$ cat src/rtl/mexp_pkg.sv
// shared constants for the modular exponentiation block
`default_nettype none
package mexp_pkg;
	// default operand and exponent widths
	localparam int OPERAND_WIDTH = 31;
	localparam int EXP_WIDTH     = 32;
	// modulus value after reset
	localparam int MODULUS_RESET = 17;
endpackage
`default_nettype wire

$ cat src/rtl/modular_exponentiation.sv
// modular exponentiation top level: square and multiply over a shared modular multiply step
// one bit of the multiplier per cycle passes through the single double-add-reduce unit;
//   a stalled output register delays the result by its wait
// throughput: one item at a time; at the next accept the previous result may still wait in the
//   output register
// reset: arst_n clears the sequencer and the output valid, and sets the modulus to 17
`default_nettype none
module modular_exponentiation #(
	parameter int OPERAND_WIDTH = mexp_pkg::OPERAND_WIDTH,
	parameter int EXP_WIDTH     = mexp_pkg::EXP_WIDTH
) (
	input  wire logic                     clk,
	input  wire logic                     arst_n,
	// configuration: modulus register
	input  wire logic                     modulus_wen,
	input  wire logic [OPERAND_WIDTH-1:0] modulus_wdata,
	// input channel
	input  wire logic                     in_valid,
	output logic                          in_stall,
	input  wire logic [OPERAND_WIDTH-1:0] base,
	input  wire logic [EXP_WIDTH-1:0]     exponent,
	// output channel
	output logic                          out_valid,
	input  wire logic                     out_stall,
	output logic [OPERAND_WIDTH-1:0]      remainder
);

	localparam int W  = OPERAND_WIDTH;
	localparam int CW = $clog2(OPERAND_WIDTH);
	localparam int EW = $clog2(EXP_WIDTH);

	// sequencer state codes
	localparam logic [2:0] ST_IDLE   = 3'd0;
	localparam logic [2:0] ST_REDUCE = 3'd1;
	localparam logic [2:0] ST_SQUARE = 3'd2;
	localparam logic [2:0] ST_MULT   = 3'd3;
	localparam logic [2:0] ST_DONE   = 3'd4;

	logic [2:0]           state_q;
	logic [W-1:0]         modulus_q;
	logic [CW-1:0]        cnt_q;      // multiplier bit position within one pass
	logic [EW-1:0]        ecnt_q;     // exponent bit position
	logic                 out_valid_q;
	logic [W-1:0]         remainder_q;

	// datapath registers, no reset needed
	logic [W-1:0]         part_q;     // running partial of the modular multiply
	logic [W-1:0]         op_a_q;     // multiplicand
	logic [W-1:0]         op_b_q;     // multiplier, scanned from its top bit
	logic [W-1:0]         base_q;     // base reduced modulo the modulus
	logic [W-1:0]         res_q;      // running power
	logic [EXP_WIDTH-1:0] exp_q;      // exponent, scanned from its top bit

	// shared step: part = (2 * part + bit * op_a) mod modulus
	// with part and op_a below the modulus the sum stays below three times it,
	// so one of the sum, sum - m or sum - 2m is the remainder
	logic [W+1:0] sum_w;
	logic [W+2:0] diff1_w;
	logic [W+2:0] diff2_w;
	logic [W-1:0] step_w;

	assign sum_w   = {1'b0, part_q, 1'b0} + {2'b00, (op_b_q[W-1] ? op_a_q : '0)};
	assign diff1_w = {1'b0, sum_w} - {3'b000, modulus_q};
	assign diff2_w = {1'b0, sum_w} - {2'b00, modulus_q, 1'b0};

	always_comb begin
		if (!diff2_w[W+2]) begin
			step_w = diff2_w[W-1:0];
		end else if (!diff1_w[W+2]) begin
			step_w = diff1_w[W-1:0];
		end else begin
			step_w = sum_w[W-1:0];
		end
	end

	logic pass_last;
	logic exp_last;
	logic out_free;
	logic [W-1:0] one_w;       // 1 mod modulus
	logic [W-1:0] final_w;     // result, forced to zero for a zero modulus

	assign pass_last = (cnt_q == CW'(OPERAND_WIDTH - 1));
	assign exp_last  = (ecnt_q == EW'(EXP_WIDTH - 1));
	assign out_free  = !out_valid_q || !out_stall;
	assign one_w     = (modulus_q == W'(1)) ? '0 : W'(1);
	assign final_w   = (modulus_q == '0) ? '0 : res_q;

	// control state
	always_ff @(posedge clk or negedge arst_n) begin
		if (!arst_n) begin
			state_q     <= ST_IDLE;
			modulus_q   <= W'(mexp_pkg::MODULUS_RESET);
			cnt_q       <= '0;
			ecnt_q      <= '0;
			out_valid_q <= 1'b0;
		end else begin
			if (modulus_wen) begin
				modulus_q <= modulus_wdata;
			end

			// output register: a finished item loads it, the sink empties it
			if (state_q == ST_DONE && out_free) begin
				out_valid_q <= 1'b1;
			end else if (!out_stall) begin
				out_valid_q <= 1'b0;
			end

			unique case (state_q)
				ST_IDLE: begin
					if (in_valid) begin
						state_q <= ST_REDUCE;
						cnt_q   <= '0;
						ecnt_q  <= '0;
					end
				end
				ST_REDUCE, ST_MULT: begin
					if (pass_last) begin
						cnt_q <= '0;
						if (state_q == ST_REDUCE) begin
							// the reduce pass leads into the first square at bit zero
							state_q <= ST_SQUARE;
						end else if (exp_last) begin
							state_q <= ST_DONE;
						end else begin
							state_q <= ST_SQUARE;
							ecnt_q  <= ecnt_q + EW'(1);
						end
					end else begin
						cnt_q <= cnt_q + CW'(1);
					end
				end
				ST_SQUARE: begin
					if (pass_last) begin
						cnt_q <= '0;
						if (exp_q[EXP_WIDTH-1]) begin
							state_q <= ST_MULT;
						end else if (exp_last) begin
							state_q <= ST_DONE;
						end else begin
							ecnt_q <= ecnt_q + EW'(1);
						end
					end else begin
						cnt_q <= cnt_q + CW'(1);
					end
				end
				ST_DONE: begin
					if (out_free) begin
						state_q <= ST_IDLE;
					end
				end
				default: begin
					state_q <= ST_IDLE;
				end
			endcase
		end
	end

	// datapath
	always_ff @(posedge clk) begin
		if (state_q == ST_DONE && out_free) begin
			remainder_q <= final_w;
		end

		unique case (state_q)
			ST_IDLE: begin
				// reduce the base: part = 2 * part + bit, one base bit per cycle
				part_q <= '0;
				op_a_q <= W'(1);
				op_b_q <= base;
				exp_q  <= exponent;
			end
			ST_REDUCE: begin
				if (pass_last) begin
					base_q <= step_w;
					res_q  <= one_w;
					part_q <= '0;
					op_a_q <= one_w;
					op_b_q <= one_w;
				end else begin
					part_q <= step_w;
					op_b_q <= {op_b_q[W-2:0], 1'b0};
				end
			end
			ST_SQUARE: begin
				if (pass_last) begin
					res_q  <= step_w;
					part_q <= '0;
					if (exp_q[EXP_WIDTH-1]) begin
						op_a_q <= base_q;
						op_b_q <= step_w;
					end else begin
						op_a_q <= step_w;
						op_b_q <= step_w;
						exp_q  <= {exp_q[EXP_WIDTH-2:0], 1'b0};
					end
				end else begin
					part_q <= step_w;
					op_b_q <= {op_b_q[W-2:0], 1'b0};
				end
			end
			ST_MULT: begin
				if (pass_last) begin
					res_q  <= step_w;
					part_q <= '0;
					op_a_q <= step_w;
					op_b_q <= step_w;
					exp_q  <= {exp_q[EXP_WIDTH-2:0], 1'b0};
				end else begin
					part_q <= step_w;
					op_b_q <= {op_b_q[W-2:0], 1'b0};
				end
			end
			ST_DONE: begin
				part_q <= part_q;
			end
			default: begin
				part_q <= part_q;
			end
		endcase
	end

	assign in_stall  = (state_q != ST_IDLE);
	assign out_valid = out_valid_q;
	assign remainder = remainder_q;

endmodule
`default_nettype wire
$ cat config.mk
export PLATFORM = sky130hd
export DESIGN_NAME = modular_exponentiation
export DESIGN_NICKNAME = d
export VERILOG_FILES = /design/src/rtl/mexp_pkg.sv /design/src/rtl/modular_exponentiation.sv
export SDC_FILE = /design/constraint.sdc
export NUM_CORES = 1
export LEC_CHECK = 0
export ABC_CLOCK_PERIOD_IN_PS = 9000
export BUFFER_PORTS_ARGS = -buffer_cell sky130_fd_sc_hd__buf_2
export CORE_MARGIN = 5
export CORE_UTILIZATION = 60
export DETAILED_ROUTE_END_ITERATION = 8
export PLACE_DENSITY_LB_ADDON = 0.25
export SLEW_MARGIN = 10
export SYNTH_ARGS = -nofsm -noshare
export SYNTH_HDL_FRONTEND = slang
export SYNTH_SLANG_ARGS = --single-unit
$ cat constraint.sdc
create_clock -name clk -period 9 [get_ports clk]
set_input_delay 1.8 -clock clk [delete_from_list [all_inputs] [get_ports clk]]
set_output_delay 1.8 -clock clk [all_outputs]
set_load 0.005 [all_outputs]
==> flow_metrics.py <==
metrics = {
    "floorplanning": {
        "dieArea_sq_um": 29800,
        "rows": 59,
        "die_x_microns": 173,
        "io_pins": 132,
        "start_util_pct": 61.0,
        "core_sq_um": 26100,
        "dieHeight_microns": 173,
    },
    "synthesis": {
        "synth_compound_area_share_pct": 20.2,
        "synth_xor_area_share_pct": 4.13,
        "syn_inst": 1569,
        "synth-async-reset-ratio_pct": 17.1,
        "synthMuxAreaShare_pct": 1.72,
        "synth.distinct_cells": 78,
        "synth_common_cells": "edfxtp_1 (218), nor2_1 (145), nand2_1 (135), o21ai_0 (128), a21oi_1 (125)",
        "yosys.area_share.simple_pct": 14.2,
        "synth_top_family_by_area": "compound AO/OA/AOI/OAI gates",
        "ys_seq_area_share_pct": 48.3,
        "synth_most_common_cell": "edfxtp_1",
        "synth_ff_type": "edfxtp_1",
        "synthAdderAreaFrac_pct": 7.93,
        "avgSynthCellArea_sq_um": 10.1,
        "syn_area_sq_um": 15900,
        "synth_top_area_share_pct": 41.2,
        "synth_edf_count": 218,
        "syn-num-nets": 1767,
        "ys_warn_count": 0,
        "yosys.area.top_type": "edfxtp_1",
        "synth-seq-cells": 263,
        "synth.area.top_cells": "edfxtp_1 (41%), ha_1 (7.6%), dfrtp_1 (6.8%)",
    },
    "sta": {
        "rsz0062_at_grt": "false",
        "whs_ps": 526,
        "clock.fmax_mhz": 145,
        "hold_viol_final": 0,
        "finalSetupViolCount": 0,
        "slew_viol_final": 0,
        "period_minus_slack_ps": 6880,
        "maxSlewHeadroom_pct": 25.9,
        "final.setup_skew_ps": 14.2,
        "tightest_slew_ps": 1100,
        "setup-tns-final_ps": 0,
        "fin_crit_sh_pct": 76.5,
    },
    "worst_setup_path": {
        "cp.arrival_ps": 7120,
        "crit_path_end": "op_a_q[20]",
        "end_kind": "flip-flop",
        "critPathKind": "flip-flop to flip-flop",
        "cpPeakStageDelay_ps": 970,
        "critPathLaunch": "op_b_q[30]",
        "r2r-start": "op_b_q[30]",
        "crit_slowest_cell": "o311a_1",
        "start_kind": "flip-flop",
        "r2r_end": "op_a_q[20]",
        "crit_fanout": 31,
        "path_cells": "and2_1 -> ha_1 -> a2111oi_4 -> o31ai_1 -> a31o_4 -> a31oi_4 -> o21ai_0 -> a21o_1 -> a21oi_1 -> xnor2_1 -> ha_1 -> a21oi_1 -> o21ai_0 -> nand3_1 -> a21oi_1 -> a211o_1 -> a32oi_1 -> o311a_1 -> o21ai_0 -> a21o_1 -> o21ai_0 -> a21oi_1",
        "reg2reg_slack_ps": 2120,
        "critPathRequiredTime_ps": 9230,
        "rr_worst_depth": 22,
    },
    "clock_network": {
        "cts.sinks": 263,
        "cts_resized": 0,
        "postCtsSetupRepairBufs": 0,
        "cts_made_buffers": 27,
        "clk_pin_slew_ps": 60,
        "root_buffer": "clkbuf_16",
        "cts_tree": "done",
        "cts_max_level": 1,
        "clk_path_buf_depth": 3,
        "cts-hold-fix-buffers": 0,
        "clk-insertion-delay-late_ps": 540,
    },
    "status": {
        "status": "finished, final reports clean",
    },
    "routing": {
        "first_pass_iters": 5,
        "vias": 12512,
        "drc_errors": 0,
        "drt_iter0_drc": 937,
        "routed_wl_mm": 39.5,
        "avgViaCountPerCell": 6.15,
        "wl_per_cell_microns": 19.4,
        "antenna_left": 0,
    },
    "placement": {
        "dp.cells": 1987,
        "gp_congestion": 0.982,
        "io_buffers": 131,
        "dpl_cell_area_sq_um": 16800,
        "dp_hpwl_mm": 29.7,
    },
    "power_and_ir_drop": {
        "ir_drop_v": 0.000225,
        "p_leak_nw": 7.41,
        "powerDensity_nw_per_um2": 325,
    },
    "global_route": {
        "grt_pass1_vias": 12682,
        "grt_pass1_wl_mm": 63.9,
        "globalRouteOverflowTotal": 0,
        "grt_max_degree": 63,
        "grt_usage_pct": 25.7,
        "antenna_found_initial": 0,
    },
    "cells_and_area": {
        "fin_area_sq_um": 17700,
        "utilization_pct": 68.0,
        "area_growth_pct": 11.4,
        "final_nets": 1879,
        "diodes": 0,
        "fin_cells": 2036,
        "drive_gt1_share_pct": 13.0,
    },
    "worst_hold_path": {
        "whs_path_depth": 2,
        "hp-class": "flip-flop to flip-flop",
    },
    "job": {
        "max-cap-violations": 0,
    },
}
==> per-layer routing <==
layer	vias up	global-route usage [%]	routed length (microns)
met5	-	0	0
met4	0	9.50	1520
met3	105	3.30	2220
met2	459	46.0	20100
met1	5971	32.0	15700
li1	5977	-	-
==> through the flow <==
step	setup slack [ps]	power [mW]
after global routing	1580	6.15
after global placement	2420	4.60
after CTS	2170	5.76
after detailed placement	2190	4.66
after floorplan	3700	3.90
final	2120	5.76
==> cell families (layout without fill, tap and decap cells) <==
kind of cell	count (synthesis)	in the layout
AOI/OAI and AO/OA	491	491
xor gates and xnor gates	75	75
adders and majority gates	99	99
buffers and inverters	140	272
DFF	263	263
muxes	26	26
and+or+nand+nor	475	475
==> area by class of cell <==
class,count,area [sq um]
Timing Repair Buffer,148,783
Fill cell,1987,8350
Inverter,75,282
Clock inverter,18,170
Sequential cell,263,7670
Clock buffer,31,691
Tap cell,335,419
Multi-Input combinational cell,1166,7690
==> registers in the layout (all words and copies together), names as in the netlist <==
signal	cells
exp_q	32
op_a_q	31
base_q	31
cnt_q	5
res_q	31
ecnt_q	5
remainder	31
part_q	31
modulus_q	31
op_b_q	31
out_valid	1
state_q	3
==> worst max-delay path: cells and delay by family, from the launching register on <==
kind                       cells  cell delay (ps)
DFF                            1              860
AOI/OAI and AO/OA             17             4550
xor gates and xnor gates       1              180
adders and majority gates      2              640
and+or+nand+nor                2              340
==> cell usage in the layout (no fill, tap or decap), drive strengths merged, types with 4 or more instances in the layout <==
master,netlist,layout
a2111oi,5,5
a211o,6,6
a211oi,10,10
a21o,38,38
a21oi,129,129
a221oi,6,6
a22o,39,39
a22oi,14,14
a31o,4,4
a31oi,11,11
and2,51,51
and3,13,13
buf,14,148
clkbuf,51,31
clkinv,0,10
dfrtp,43,43
edfxtp,218,218
ha,96,96
inv,75,78
mux2,5,5
mux2i,21,21
nand2,135,135
nand2b,14,14
nand3,18,18
nand4,14,14
nor2,145,145
nor2b,43,43
nor3,16,16
nor4,10,10
o211ai,6,6
o21a,24,24
o21ai,143,143
o21bai,14,14
o31a,4,4
o31ai,10,10
xnor2,41,41
xor2,34,34
==> how the worst min path moves through the flow <==
stage / end / slack, ps / startpoint
after floorplan: ecnt_q[0] / 490 / ecnt_q[0]
after global placement: op_a_q[24] / 510 / base_q[24]
after detailed placement: op_a_q[4] / 510 / base_q[4]
after CTS: op_a_q[4] / 530 / base_q[4]
after global routing: exp_q[4] / 550 / exp_q[3]
final: op_a_q[4] / 530 / base_q[4]
==> power breakdown <==
group | total (mW) | switching [mW] | internal (mW)
logic | 2.99 | 1.89 | 1.11
registers | 1.67 | 0.0369 | 1.63
clock network | 1.09 | 0.458 | 0.636
Power figures use the tool's default switching activity.
